**config.mk**
```make
export PLATFORM = sky130hd
export DESIGN_NAME = periodic_halo_padding_top
export DESIGN_NICKNAME = d
export VERILOG_FILES = /design/src/rtl/php_pkg.sv /design/src/rtl/php_front.sv /design/src/rtl/php_queue.sv /design/src/rtl/php_back.sv /design/src/rtl/periodic_halo_padding_top.sv
export SDC_FILE = /design/constraint.sdc
export NUM_CORES = 2
export LEC_CHECK = 0
export BUFFER_PORTS_ARGS = -buffer_cell sky130_fd_sc_hd__clkbuf_2
export CAP_MARGIN = 25
export CORE_MARGIN = 2
export CORE_UTILIZATION = 30
export CTS_CLUSTER_SIZE = 24
export DETAILED_ROUTE_END_ITERATION = 8
export GPL_TIMING_DRIVEN = 0
export PLACE_DENSITY = 0.54
export SYNTH_ARGS = -nofsm -noshare
export SYNTH_HDL_FRONTEND = slang
export SYNTH_SLANG_ARGS = --single-unit
```
**constraint.sdc**
```tcl
create_clock -name clk -period 7.6 [get_ports clk]
set_clock_uncertainty 0.15 [all_clocks]
set_input_delay 0.76 -clock clk [delete_from_list [all_inputs] [get_ports clk]]
set_output_delay 0.76 -clock clk [all_outputs]
set_load 0.03 [all_outputs]
```
**src/rtl/php_pkg.sv**
```systemverilog
// Shared types, codes and helpers for the periodic halo padding block.
// Used by every module under rtl; depends on nothing else.
package php_pkg;

  // Size limits of the source matrix and of the halo.
  localparam int MAX_DIM     = 4096;
  localparam int MAX_HALO    = 255;
  localparam int QUEUE_DEPTH = 4;

  // Field widths.
  localparam int CNT_W    = 12;
  localparam int DIM_W    = 13;
  localparam int HALO_W   = 8;
  localparam int ADDR_W   = 24;
  localparam int VALUE_W  = 64;
  localparam int REGION_W = 4;
  localparam int NUM_RGN  = 9;
  localparam int CFG_IDX_W = 3;
  localparam int CFG_DATA_W = 13;

  // Configuration register indexes.
  typedef enum logic [CFG_IDX_W-1:0] {
    CFG_INNER_WIDTH   = 3'd0,
    CFG_INNER_HEIGHT  = 3'd1,
    CFG_PADDED_WIDTH  = 3'd2,
    CFG_PADDED_HEIGHT = 3'd3,
    CFG_HALO_COLS     = 3'd4,
    CFG_HALO_ROWS     = 3'd5,
    CFG_WRAP_ROWS     = 3'd6,
    CFG_WRAP_COLS     = 3'd7
  } cfg_reg_t;

  // Destination regions, in the order their writes are issued.
  typedef enum logic [REGION_W-1:0] {
    RGN_INTERIOR   = 4'd0,
    RGN_DOWN       = 4'd1,
    RGN_DOWN_RIGHT = 4'd2,
    RGN_DOWN_LEFT  = 4'd3,
    RGN_UP         = 4'd4,
    RGN_UP_RIGHT   = 4'd5,
    RGN_UP_LEFT    = 4'd6,
    RGN_RIGHT      = 4'd7,
    RGN_LEFT       = 4'd8
  } region_t;

  // Which precomputed row and column a region uses.
  typedef enum logic [1:0] {
    ROW_MID  = 2'd0,
    ROW_DOWN = 2'd1,
    ROW_UP   = 2'd2
  } row_sel_t;

  typedef enum logic [1:0] {
    COL_MID   = 2'd0,
    COL_RIGHT = 2'd1,
    COL_LEFT  = 2'd2
  } col_sel_t;

  // Effective configuration, inner sizes and halos already clamped.
  typedef struct packed {
    logic [DIM_W-1:0]  dx;
    logic [DIM_W-1:0]  dy;
    logic [DIM_W-1:0]  px;
    logic [DIM_W-1:0]  py;
    logic [HALO_W-1:0] hx;
    logic [HALO_W-1:0] hy;
    logic              pr;
    logic              pc;
  } cfg_t;

  // One classified element waiting for its writes to be issued.
  typedef struct packed {
    logic [VALUE_W-1:0]       value;
    logic [2:0][ADDR_W-1:0]   row_base;
    logic [2:0][ADDR_W-1:0]   col;
    logic [NUM_RGN-1:0]       mask;
  } work_t;

  function automatic row_sel_t region_row(region_t r);
    case (r)
      RGN_DOWN, RGN_DOWN_RIGHT, RGN_DOWN_LEFT: return ROW_DOWN;
      RGN_UP, RGN_UP_RIGHT, RGN_UP_LEFT:       return ROW_UP;
      default:                                 return ROW_MID;
    endcase
  endfunction

  function automatic col_sel_t region_col(region_t r);
    case (r)
      RGN_DOWN_RIGHT, RGN_UP_RIGHT, RGN_RIGHT: return COL_RIGHT;
      RGN_DOWN_LEFT, RGN_UP_LEFT, RGN_LEFT:    return COL_LEFT;
      default:                                 return COL_MID;
    endcase
  endfunction

endpackage

```
**src/rtl/php_front.sv**
```systemverilog
// Front end: accepts elements, tracks the row/column position and classifies
// each element into its set of destination regions. Depends on php_pkg.
module php_front (
  input  logic                      clk,
  input  logic                      rst_n,
  input  php_pkg::cfg_t             cfg,
  input  logic                      in_tvalid,
  output logic                      in_tready,
  input  logic [63:0]               in_tdata,
  output logic                      push_valid,
  input  logic                      push_ready,
  output php_pkg::work_t            push_data
);
  import php_pkg::*;

  logic [CNT_W-1:0]       row_r, row_nxt;
  logic [CNT_W-1:0]       col_r, col_nxt;
  logic                   s1_valid_r, s1_valid_nxt;
  logic [VALUE_W-1:0]     s1_value_r;
  logic [2:0][ADDR_W-1:0] s1_row_r, s1_row_nxt;
  logic [2:0][ADDR_W-1:0] s1_col_r, s1_col_nxt;
  logic [NUM_RGN-1:0]     s1_mask_r, s1_mask_nxt;

  logic                   accept;
  logic                   near_top, near_bottom, near_left, near_right;
  logic                   band_down, band_up;
  logic [DIM_W:0]         row_plus_halo, col_plus_halo;
  logic [DIM_W:0]         row_inc, col_inc;
  logic [ADDR_W-1:0]      px_ext;

  // The stage register advances whenever it is empty or its content is queued.
  assign in_tready  = !s1_valid_r || push_ready;
  assign accept     = in_tvalid && in_tready;
  assign push_valid = s1_valid_r;

  // Edge tests, all on non-negative sums.
  always_comb begin
    row_plus_halo = (DIM_W+1)'(row_r) + (DIM_W+1)'(cfg.hy);
    col_plus_halo = (DIM_W+1)'(col_r) + (DIM_W+1)'(cfg.hx);
    row_inc       = (DIM_W+1)'(row_r) + (DIM_W+1)'(1);
    col_inc       = (DIM_W+1)'(col_r) + (DIM_W+1)'(1);
    near_top      = (DIM_W+1)'(row_r) < (DIM_W+1)'(cfg.hy);
    near_bottom   = row_plus_halo >= (DIM_W+1)'(cfg.dy);
    near_left     = cfg.pc && ((DIM_W+1)'(col_r) < (DIM_W+1)'(cfg.hx));
    near_right    = cfg.pc && (col_plus_halo >= (DIM_W+1)'(cfg.dx));
    band_down     = cfg.pr && near_top;
    band_up       = cfg.pr && near_bottom;
  end

  // Candidate rows and columns, reduced modulo the address width.
  always_comb begin
    s1_row_nxt[ROW_MID]  = ADDR_W'(row_r) + (cfg.pr ? ADDR_W'(cfg.hy) : '0);
    s1_row_nxt[ROW_DOWN] = ADDR_W'(row_r) + ADDR_W'(cfg.py) - ADDR_W'(cfg.hy);
    s1_row_nxt[ROW_UP]   = ADDR_W'(row_r) + ADDR_W'(cfg.hy) - ADDR_W'(cfg.dy);
    s1_col_nxt[COL_MID]   = ADDR_W'(col_r) + (cfg.pc ? ADDR_W'(cfg.hx) : '0);
    s1_col_nxt[COL_RIGHT] = ADDR_W'(col_r) + ADDR_W'(cfg.px) - ADDR_W'(cfg.hx);
    s1_col_nxt[COL_LEFT]  = ADDR_W'(col_r) + ADDR_W'(cfg.hx) - ADDR_W'(cfg.dx);
  end

  // Region mask, one bit per region code.
  always_comb begin
    s1_mask_nxt                 = '0;
    s1_mask_nxt[RGN_INTERIOR]   = 1'b1;
    s1_mask_nxt[RGN_DOWN]       = band_down;
    s1_mask_nxt[RGN_DOWN_RIGHT] = band_down && near_left;
    s1_mask_nxt[RGN_DOWN_LEFT]  = band_down && near_right;
    s1_mask_nxt[RGN_UP]         = band_up;
    s1_mask_nxt[RGN_UP_RIGHT]   = band_up && near_left;
    s1_mask_nxt[RGN_UP_LEFT]    = band_up && near_right;
    s1_mask_nxt[RGN_RIGHT]      = near_left;
    s1_mask_nxt[RGN_LEFT]       = near_right;
  end

  // Position counters, wrapping at the end of a row and of the matrix.
  always_comb begin
    row_nxt = row_r;
    col_nxt = col_r;
    if (accept) begin
      if (col_inc >= (DIM_W+1)'(cfg.dx)) begin
        col_nxt = '0;
        row_nxt = (row_inc >= (DIM_W+1)'(cfg.dy)) ? '0 : row_inc[CNT_W-1:0];
      end else begin
        col_nxt = col_inc[CNT_W-1:0];
      end
    end
  end

  assign s1_valid_nxt = accept ? 1'b1 : (push_ready ? 1'b0 : s1_valid_r);

  always_ff @(posedge clk) begin
    if (!rst_n) begin
      row_r      <= '0;
      col_r      <= '0;
      s1_valid_r <= 1'b0;
    end else begin
      row_r      <= row_nxt;
      col_r      <= col_nxt;
      s1_valid_r <= s1_valid_nxt;
    end
  end

  always_ff @(posedge clk) begin
    if (accept) begin
      s1_value_r <= in_tdata;
      s1_row_r   <= s1_row_nxt;
      s1_col_r   <= s1_col_nxt;
      s1_mask_r  <= s1_mask_nxt;
    end
  end

  // Row bases are formed here so the back end only adds a column.
  assign px_ext = ADDR_W'(cfg.px);

  always_comb begin
    push_data.value              = s1_value_r;
    push_data.row_base[ROW_MID]  = s1_row_r[ROW_MID] * px_ext;
    push_data.row_base[ROW_DOWN] = s1_row_r[ROW_DOWN] * px_ext;
    push_data.row_base[ROW_UP]   = s1_row_r[ROW_UP] * px_ext;
    push_data.col                = s1_col_r;
    push_data.mask               = s1_mask_r;
  end

endmodule

```
**src/rtl/php_queue.sv**
```systemverilog
// Short queue of classified elements between the front and back ends.
// Depends on php_pkg for the entry type.
module php_queue #(
  parameter int DEPTH = php_pkg::QUEUE_DEPTH
) (
  input  logic           clk,
  input  logic           rst_n,
  input  logic           push_valid,
  output logic           push_ready,
  input  php_pkg::work_t push_data,
  output logic           head_valid,
  input  logic           pop,
  output php_pkg::work_t head_data
);
  import php_pkg::*;

  localparam int PTR_W = (DEPTH > 1) ? $clog2(DEPTH) : 1;
  localparam int CNT_W = $clog2(DEPTH + 1);

  work_t              entry_r [DEPTH];
  logic [PTR_W-1:0]   wr_ptr_r, wr_ptr_nxt;
  logic [PTR_W-1:0]   rd_ptr_r, rd_ptr_nxt;
  logic [CNT_W-1:0]   count_r, count_nxt;
  logic               do_push, do_pop;

  assign push_ready = count_r != CNT_W'(DEPTH);
  assign head_valid = count_r != '0;
  assign head_data  = entry_r[rd_ptr_r];
  assign do_push    = push_valid && push_ready;
  assign do_pop     = pop && head_valid;

  // Pointer and occupancy update.
  always_comb begin
    wr_ptr_nxt = wr_ptr_r;
    rd_ptr_nxt = rd_ptr_r;
    count_nxt  = count_r;
    if (do_push) begin
      wr_ptr_nxt = (wr_ptr_r == PTR_W'(DEPTH - 1)) ? '0 : wr_ptr_r + PTR_W'(1);
    end
    if (do_pop) begin
      rd_ptr_nxt = (rd_ptr_r == PTR_W'(DEPTH - 1)) ? '0 : rd_ptr_r + PTR_W'(1);
    end
    if (do_push && !do_pop) begin
      count_nxt = count_r + CNT_W'(1);
    end else if (do_pop && !do_push) begin
      count_nxt = count_r - CNT_W'(1);
    end
  end

  always_ff @(posedge clk) begin
    if (!rst_n) begin
      wr_ptr_r <= '0;
      rd_ptr_r <= '0;
      count_r  <= '0;
    end else begin
      wr_ptr_r <= wr_ptr_nxt;
      rd_ptr_r <= rd_ptr_nxt;
      count_r  <= count_nxt;
    end
  end

  always_ff @(posedge clk) begin
    if (do_push) begin
      entry_r[wr_ptr_r] <= push_data;
    end
  end

endmodule

```
**src/rtl/php_back.sv**
```systemverilog
// Back end: walks the region mask of the queue head, one write per cycle
// unless stalled, holding each in the output register. Depends on php_pkg.
module php_back (
  input  logic           clk,
  input  logic           rst_n,
  input  logic           head_valid,
  input  php_pkg::work_t head_data,
  output logic           pop,
  output logic           out_tvalid,
  input  logic           out_tready,
  output logic [87:0]    out_tdata,   // dest_address [23:0], dest_value [87:24]
  output logic [3:0]     out_tuser,   // region [3:0]
  output logic           out_tlast
);
  import php_pkg::*;

  logic [NUM_RGN-1:0]  done_r, done_nxt;
  logic [NUM_RGN-1:0]  remain, pick_bit;
  region_t             pick;
  logic                issue, last;
  row_sel_t            rsel;
  col_sel_t            csel;
  logic [ADDR_W-1:0]   addr;

  logic                out_valid_r, out_valid_nxt;
  logic [ADDR_W-1:0]   out_addr_r;
  logic [VALUE_W-1:0]  out_value_r;
  region_t             out_region_r;
  logic                out_last_r;

  // Lowest pending region of the head entry.
  always_comb begin
    remain = head_data.mask & ~done_r;
    pick   = RGN_INTERIOR;
    for (int k = NUM_RGN - 1; k >= 0; k--) begin
      if (remain[k]) begin
        pick = region_t'(4'(k));
      end
    end
    pick_bit = NUM_RGN'(1) << pick;
    last     = (remain & ~pick_bit) == '0;
  end

  // Address of the chosen region.
  always_comb begin
    rsel = region_row(pick);
    csel = region_col(pick);
    addr = head_data.row_base[rsel] + head_data.col[csel];
  end

  assign issue = head_valid && (!out_valid_r || out_tready);
  assign pop   = issue && last;

  always_comb begin
    done_nxt = done_r;
    if (issue) begin
      done_nxt = last ? '0 : (done_r | pick_bit);
    end
    out_valid_nxt = issue ? 1'b1 : (out_tready ? 1'b0 : out_valid_r);
  end

  always_ff @(posedge clk) begin
    if (!rst_n) begin
      done_r      <= '0;
      out_valid_r <= 1'b0;
    end else begin
      done_r      <= done_nxt;
      out_valid_r <= out_valid_nxt;
    end
  end

  always_ff @(posedge clk) begin
    if (issue) begin
      out_addr_r   <= addr;
      out_value_r  <= head_data.value;
      out_region_r <= pick;
      out_last_r   <= last;
    end
  end

  assign out_tvalid = out_valid_r;
  assign out_tdata  = {out_value_r, out_addr_r};
  assign out_tuser  = out_region_r;
  assign out_tlast  = out_last_r;

`ifndef ASSERT_OFF
  // Regions already issued always belong to the current head entry.
  a_done_in_mask: assert property (@(posedge clk) disable iff (!rst_n)
    head_valid |-> (done_r & ~head_data.mask) == '0)
    else $error("issued regions outside head mask");

  // Progress is cleared whenever no entry is pending.
  a_done_idle: assert property (@(posedge clk) disable iff (!rst_n)
    !head_valid |-> done_r == '0)
    else $error("stale region progress with empty queue");

  // The interior write always opens an element.
  a_interior_first: assert property (@(posedge clk) disable iff (!rst_n)
    (issue && pick == RGN_INTERIOR) |-> done_r == '0)
    else $error("interior write issued mid-element");

  // A write that is not the last leaves the entry in the queue.
  a_pop_on_last: assert property (@(posedge clk) disable iff (!rst_n)
    (issue && !last) |=> head_valid && done_r != '0)
    else $error("entry lost before its last write");
`endif

endmodule

```
**src/rtl/periodic_halo_padding_top.sv**
```systemverilog
// Periodic halo padding: each input element yields 1 to 9 write transactions.
// An element passes the front-end stage register, the queue and the output
// register. One write per cycle while out_tready does not stall the output,
// set by the back end's single issue port; an element's writes issue in turn.
// Reset (synchronous, active low): counters zero, queue empty, registers at
// sizes 1, halos 0, wrap flags 0. Depends on php_pkg and the php_* modules.
module periodic_halo_padding_top #(
  parameter int QDEPTH = php_pkg::QUEUE_DEPTH
) (
  input  logic        clk,
  input  logic        rst_n,
  // Configuration write channel.
  input  logic        cfg_valid,
  output logic        cfg_ready,
  input  logic [2:0]  cfg_index,
  input  logic [12:0] cfg_data,
  // Input elements.
  input  logic        in_tvalid,
  output logic        in_tready,
  input  logic [63:0] in_tdata,   // element_value [63:0]
  // Write transactions.
  output logic        out_tvalid,
  input  logic        out_tready,
  output logic [87:0] out_tdata,  // dest_address [23:0], dest_value [87:24]
  output logic [3:0]  out_tuser,  // region [3:0]
  output logic        out_tlast   // last_write
);
  import php_pkg::*;

  logic [DIM_W-1:0]  inner_width_r, inner_height_r;
  logic [DIM_W-1:0]  padded_width_r, padded_height_r;
  logic [HALO_W-1:0] halo_cols_r, halo_rows_r;
  logic              wrap_rows_r, wrap_cols_r;
  cfg_t              cfg;

  logic              push_valid, push_ready;
  work_t             push_data;
  logic              head_valid, pop;
  work_t             head_data;

  assign cfg_ready = 1'b1;

  // Configuration registers.
  always_ff @(posedge clk) begin
    if (!rst_n) begin
      inner_width_r   <= DIM_W'(1);
      inner_height_r  <= DIM_W'(1);
      padded_width_r  <= DIM_W'(1);
      padded_height_r <= DIM_W'(1);
      halo_cols_r     <= '0;
      halo_rows_r     <= '0;
      wrap_rows_r     <= 1'b0;
      wrap_cols_r     <= 1'b0;
    end else if (cfg_valid && cfg_ready) begin
      case (cfg_reg_t'(cfg_index))
        CFG_INNER_WIDTH:   inner_width_r   <= cfg_data;
        CFG_INNER_HEIGHT:  inner_height_r  <= cfg_data;
        CFG_PADDED_WIDTH:  padded_width_r  <= cfg_data;
        CFG_PADDED_HEIGHT: padded_height_r <= cfg_data;
        CFG_HALO_COLS:     halo_cols_r     <= cfg_data[HALO_W-1:0];
        CFG_HALO_ROWS:     halo_rows_r     <= cfg_data[HALO_W-1:0];
        CFG_WRAP_ROWS:     wrap_rows_r     <= cfg_data[0];
        CFG_WRAP_COLS:     wrap_cols_r     <= cfg_data[0];
        default: ;
      endcase
    end
  end

  // Effective sizes: a zero inner size acts as one, large values saturate.
  always_comb begin
    cfg.dx = (inner_width_r == '0) ? DIM_W'(1) :
             (inner_width_r > DIM_W'(MAX_DIM)) ? DIM_W'(MAX_DIM) : inner_width_r;
    cfg.dy = (inner_height_r == '0) ? DIM_W'(1) :
             (inner_height_r > DIM_W'(MAX_DIM)) ? DIM_W'(MAX_DIM) : inner_height_r;
    cfg.px = padded_width_r;
    cfg.py = padded_height_r;
    cfg.hx = (9'(halo_cols_r) > 9'(MAX_HALO)) ? HALO_W'(MAX_HALO) : halo_cols_r;
    cfg.hy = (9'(halo_rows_r) > 9'(MAX_HALO)) ? HALO_W'(MAX_HALO) : halo_rows_r;
    cfg.pr = wrap_rows_r;
    cfg.pc = wrap_cols_r;
  end

  php_front u_front (
    .clk        (clk),
    .rst_n      (rst_n),
    .cfg        (cfg),
    .in_tvalid  (in_tvalid),
    .in_tready  (in_tready),
    .in_tdata   (in_tdata),
    .push_valid (push_valid),
    .push_ready (push_ready),
    .push_data  (push_data)
  );

  php_queue #(
    .DEPTH (QDEPTH)
  ) u_queue (
    .clk        (clk),
    .rst_n      (rst_n),
    .push_valid (push_valid),
    .push_ready (push_ready),
    .push_data  (push_data),
    .head_valid (head_valid),
    .pop        (pop),
    .head_data  (head_data)
  );

  php_back u_back (
    .clk        (clk),
    .rst_n      (rst_n),
    .head_valid (head_valid),
    .head_data  (head_data),
    .pop        (pop),
    .out_tvalid (out_tvalid),
    .out_tready (out_tready),
    .out_tdata  (out_tdata),
    .out_tuser  (out_tuser),
    .out_tlast  (out_tlast)
  );

endmodule

```
# [Word-level counts from Yosys, hierarchy flattened]
# Memories as Yosys holds them, arrays and structs flattened. A register that Yosys moved wholly into a read port is not among the register bits.
# Index checks and enable logic that the tools add are counted.
# W data, S select, Z words.
[word_totals] reg_bits=421 ramBits=864 inputBits=85 out_inout_bits=96 wordCells=163 mem_count=1
[memory_table] name="u_queue.entry_r" depth=4 width=216 rd=1 rd_ports_with_merged_regs=1 wr=1 line_no="php_queue.sv:20" source="work_t entry_r [DEPTH];"
[classes] add_sub_neg=19 multipliers=3 n_lt_le_gt_ge=10 eq_ne=18 shifts=1 mux=36 n_bitwise=5 n_reduce_logical=42
[op_table] operator="$bmux W24 S2" n=2
[op_table] operator="$mul A24 B13 Y24" n=3
[op_table] operator="$ge A14 B13 Y1" n=4
[op_table] operator="$add A12 B8 Y13" n=4
[op_table] operator="$mux W13" n=4
[op_table] operator="$add A12 B24 Y24" n=2
[op_table] operator="$mux W24" n=2
[op_table] operator="$sub A24 B13 Y24" n=2
[op_table] operator="$sub A24 B8 Y24" n=2
[op_table] operator="$mux W4" n=9
[op_table] operator="$add A12 B13 Y14" n=2
[op_table] operator="$add A12 B1 Y13 const B" n=2
[op_table] operator="$gt A13 B13 Y1 const B" n=2
[op_table] operator="$logic_not A13 Y1" n=2
[op_table] operator="$add A24 B24 Y24" n=1
[op_table] operator="$lt A12 B8 Y1" n=2
[op_table] operator="$mux W12" n=2
[op_table] operator="$and A9 B9 Y9" n=2
[op_table] operator="$not A9 Y9" n=2
[op_table] operator="$reduce_and A2 Y1" n=9
[op_table] operator="$eq A4 B3 Y1 const B" n=4
[op_table] operator="$mux W8" n=2
[op_table] operator="$logic_and A1 B1 Y1" n=15
[op_table] operator="$eq A3 B3 Y1 const B" n=4
[op_table] operator="other kinds (25)" n=49

# [Logic depth before layout (Yosys ltp)]
[depth] depth_word=20 mapped_depth=25 ltp_nobuf=22

# [Hierarchy]
# A second synthesis with hierarchy kept.
[unflattened] hier_cells=5320 hier_area_um2=70801.7
[modules_own_cells] module="php_queue" n_inst=1 cells_each=1184 area_per_inst_um2=31760.5 seq_area_each_um2=26245.2
[modules_own_cells] module="php_front" n_inst=1 cells_each=3287 area_per_inst_um2=30341.6 seq_area_each_um2=5395.2
[modules_own_cells] module="php_back" n_inst=1 cells_each=506 area_per_inst_um2=5771.8 seq_area_each_um2=2992.9
[modules_own_cells] module="periodic_halo_padding_top" n_inst=1 cells_each=343 area_per_inst_um2=2927.8 seq_area_each_um2=1401.3

# [Least setup slack after synthesis]
# OpenSTA, ideal clock, no wires.
[synth_timing] path_kind="register to register" startpoint="register u_queue.count_r[0]" endpoint="register u_front.col_r[2]" setup_time_ns=0.129 arrival_ns=7.043 required_time_ns=7.321 setup_slack_ns=0.278 path_stages_with_launch=9 path_buffers=1 period_less_slack_ns=7.322 path_cell_list="dfxtp_1 nor2_1 nand3_1 nand2_1 inv_1 clkbuf_1 o21ai_0 nand2_1 a21boi_0"
[synth_via] elab_chain_cells=3
[synth_lines] element="from (decl)" line_no="php_queue.sv:23" source="logic [CNT_W-1:0] count_r, count_nxt;"
[synth_lines] element="from (signal assigned)" line_no="php_queue.sv:58" source="count_r <= count_nxt;"
[synth_lines] element="$ne A3 B3 Y1" line_no="php_queue.sv:26" source="assign push_ready = count_r != CNT_W'(DEPTH);"
[synth_lines] element="$logic_or A1 B1 Y1" line_no="php_front.sv:32" source="assign in_tready = !s1_valid_r || push_ready;"
[synth_lines] element="net in_tready" line_no="periodic_halo_padding_top.sv:19" source="output logic in_tready,"
[synth_lines] element="$logic_and A1 B1 Y1" line_no="php_front.sv:33" source="assign accept = in_tvalid && in_tready;"
[synth_lines] element="net u_front.accept" line_no="php_front.sv:24" source="logic accept;"
[synth_lines] element="to (signal assigned)" line_no="php_front.sv:97" source="col_r <= col_nxt;"
[synth_lines] element="to (decl)" line_no="php_front.sv:17" source="logic [CNT_W-1:0] col_r, col_nxt;"
# The timed path passes the listed nets, and every way through them passes these cells.
# A chain may end at the register's enable or synchronous reset.

==> flow_metrics.env <==
export IMPL_post_place_ws_ns=-0.466
export IMPL_synth_top_family_by_area="adder cells"
export IMPL_yosys_mux_area_fraction=0.0728
export IMPL_synth_ff_type="edfxtp_1"
export IMPL_cts_tree="built"
export IMPL_dr_pass1_iters=5
export IMPL_die_area_um2=230000
export IMPL_nFillCells=21800
export IMPL_synth_xor_area_frac=0.0299
export IMPL_coreArea_um2=225000
export IMPL_drt_iter0_drc=3313
export IMPL_syn_area_per_cell_um2=13.3
export IMPL_grt_ovfl_total=0
export IMPL_initial_core_util=0.302
export IMPL_synth_area_um2=67900
export IMPL_row_count=174
export IMPL_numCtsBuffers=121
export IMPL_ys_ff_latch=1191
export IMPL_root_buffer="clkbuf_16"
export IMPL_synth_cell_types=80
export IMPL_critPathArrivalTime_ns=7.49
export IMPL_grt_max_degree=61
export IMPL_setup_viol=0
export IMPL_critPathMaxFanout=10
export IMPL_clk_path_buf_depth=3
export IMPL_nets=6391
export IMPL_ir_drop_v=0.000202
export IMPL_postCtsSetupBuffers=0
export IMPL_max_freq_ghz=0.140
export IMPL_clock_power_share=0.345
export IMPL_setup_ws_ns=0.449
export IMPL_syn_to_final_growth_pct=14.8
export IMPL_grt_pass1_vias=41500
export IMPL_endpoint_kind="register"
export IMPL_p_sw_mw=4.87
export IMPL_drc_errors=0
export IMPL_p_leak_nw=29.0
export IMPL_hold_viol_final=0
export IMPL_synth_edf_count=1077
export IMPL_grt_pass1_wl_mm=266
export IMPL_place_congestion=0.877
export IMPL_synth_simple_gate_area_frac=0.0914
export IMPL_fin_crit_sh=0.941
export IMPL_drive_gt1_frac=0.117
export IMPL_stdcell_area_um2=78000
export IMPL_htreeDepth=3
export IMPL_status="completed"
export IMPL_antenna_found_initial=6
export IMPL_crit_required_ns=7.94
export IMPL_yosysWarnings=0
export IMPL_dpl_hpwl_mm=134
export IMPL_synth_fa_ha_area_frac=0.198
export IMPL_cap_violations=0
export IMPL_rsz0062_at_grt="no"
export IMPL_die_w_um=480
export IMPL_p_comb_frac=0.184
export IMPL_power_internal_mw=12.2
export IMPL_portBuffers=176
export IMPL_synth_compound_area_share=0.0532
export IMPL_min_period_ns=7.15
export IMPL_synthArstFlopShare=0
export IMPL_worst_slew_pin_slew_ns=1.09
export IMPL_crit_type="reg -> reg"
export IMPL_cts_num_sinks=1191
export IMPL_dpl_instance_area_um2=73300
export IMPL_seq_area_frac_synth=0.510
export IMPL_route_detailed_wl_per_inst_um=20.6
export IMPL_synthCells=5117
export IMPL_holdWs_ns=0.0760
export IMPL_slew_headroom=0.274
export IMPL_synth_nets=5995
export IMPL_vias=40600
export IMPL_track_usage=0.153
export IMPL_die_height_um=480
export IMPL_fin_util=0.347
export IMPL_clkTransAtPathRegs_ns=0.06
export IMPL_insertion_delay_ns=0.77
export IMPL_p_seq_frac=0.471
export IMPL_drt_total_wl_mm=177
export IMPL_slew_viol_final=0
export IMPL_num_io_pins=181
export IMPL_power_mw=17.1
export IMPL_power_density_nw_per_um2=219
export IMPL_rrSetupSlack_ns=0.45
export IMPL_hold_class="in -> reg"
export IMPL_viasPerCell=4.71
export IMPL_drtAntennaViolNets=0
export IMPL_cp_start_kind="register"
export IMPL_switching_share=0.285
-- worst max-delay path, stage by stage (launching register included) --
cell      delay, ns
dfxtp_1        0.54
clkbuf_2       0.31
clkbuf_1       0.64
nand2_1        0.18
fa_1           0.57
inv_1          0.05
fa_1           0.50
inv_1          0.06
fa_1           0.50
inv_1          0.05
fa_1           0.57
fa_1           0.43
ha_1           0.35
nand2_1        0.06
o21ai_0        0.54
a211oi_1       0.31
nor3b_1        0.33
o21a_1         0.15
nor2_1         0.04
xnor2_1        0.55
-- placed cells by master (no fill, tap or decap), drive strengths merged, types with 12 or more instances in the layout --
cell type    netlist  final
nand3             40     40
xor2              68     68
mux2i             40     40
clkbuf           183    504
edfxtp          1077   1077
buf               29     68
o21bai            32     32
o21a              45     45
nor4              16     16
nor3              36     36
inv              585    589
ha               323    323
a21boi            89     89
a21o              42     42
a21oi            151    151
nor2b             49     49
nand2            626    626
or3               12     12
nand2b            25     25
dfxtp            114    114
clkinv             0     61
and3              26     26
nor2             159    159
mux4             200    200
and2             274    274
a31oi             14     14
xnor2            164    164
o21ai            103    103
dlygate4sd3        0     62
fa               470    470
nand4             12     12
-- cells by family (layout without fill, tap and decap cells) --
| group | count (synthesis) | count (layout) |
|---|---|---|
| other cells | 1 | 2 |
| buf+inv | 797 | 1296 |
| fa+ha+maj | 793 | 793 |
| compound gates | 552 | 552 |
| mux | 243 | 243 |
| flops | 1191 | 1191 |
| simple gates | 1308 | 1308 |
| xor+xnor | 232 | 232 |
-- path summary, 6_finish.rpt --
check                                            from  depth (start not counted)                      end
worst max-delay path                padded_width_r[1]                         19  u_queue.entry_r[1][100]
worst min-delay path                     in_tdata[48]                          1   u_front.s1_value_r[48]
worst max register to register      padded_width_r[1]                         19  u_queue.entry_r[1][100]
worst min register to register  u_front.push_data[14]                          0   u_queue.entry_r[2][13]
-- layout make-up --
cell class | count | area, um^2 | share of cell area
diodes | 1 | 2.50 | 0.0000321
clock inverters | 77 | 737 | 0.00945
flip-flops and latches | 1191 | 34600 | 0.444
plain buffers | 209 | 850 | 0.0109
clock buffers | 149 | 3240 | 0.0415
well taps | 2992 | 3740 | 0.0480
repair buffers | 276 | 2300 | 0.0295
inverters | 585 | 2200 | 0.0282
multi-input cells | 3129 | 30300 | 0.388
-- routing by layer --
layer	vias to the layer above	GRT usage	share of wire
met3	214	0.0215	0.056
met5	-	0	0.00013
met1	20700	0.224	0.47
li1	18500	-	-
met4	4	0.0434	0.026
met2	1146	0.237	0.45
-- Yosys cell counts (32+ instances only) --
cell	number	share of area
edfxtp_1	1077	0.48
nand2_1	624	0.034
inv_1	583	0.032
fa_1	470	0.14
ha_1	323	0.060
and2_1	274	0.025
mux4_2	199	0.066
clkbuf_1	183	0.010
xnor2_1	164	0.021
nor2_1	159	0.0088
a21oi_1	149	0.011
dfxtp_1	114	0.034
o21ai_0	101	0.0074
a21boi_0	85	0.0094
xor2_1	68	0.0088
nor2b_1	49	0.0045
o21a_1	45	0.0050
a21o_1	42	0.0046
mux2i_1	40	0.0059
nand3_1	40	0.0029
nor3_1	36	0.0027
o21bai_1	32	0.0035
-- power by group through the flow --
stage | sequential [mW] | combinational, mW | clock [mW]
after CTS | 8.05 | 3.15 | 6.04
final | 8.06 | 3.15 | 5.90
after floorplan | 8.35 | 1.75 | 0
after detailed placement | 8.19 | 3.10 | 0
after global routing | 8.09 | 3.44 | 6.30
after global placement | 8.27 | 2.99 | 0
-- registers in the layout (all words and copies together), names as in the netlist, 4 cells and up, named ones only --
signal	cells
padded_height_r	13
u_front.s1_row_r	56
padded_width_r	13
u_back.out_value_r	64
u_queue.entry_r	800
u_back.done_r	9
u_front.s1_value_r	64
halo_cols_r	8
inner_height_r	13
halo_rows_r	8
u_front.s1_mask_r	8
inner_width_r	13
u_front.push_data	56
u_back.out_tuser	4
u_front.row_r	12
u_back.out_addr_r	24
u_front.col_r	12
-- through the flow --
stage / setup TNS, ns / cells
2_1_floorplan: 0 / 5117
3_3_place_gp: -3144.53 / 8285
3_5_place_dp: -6.48 / 8318
4_1_cts: 0 / 8606
5_1_grt: 0 / 8609
6_report: 0 / 8609
-- timing repair --
item                                    4_1_cts  5_1_grt
endpoints found under the hold margin        62        0
endpoints found under the setup margin       32       36
hold buffers                                 62        0
gates resized for setup                       6       29
(Power assumes the default switching activity.)
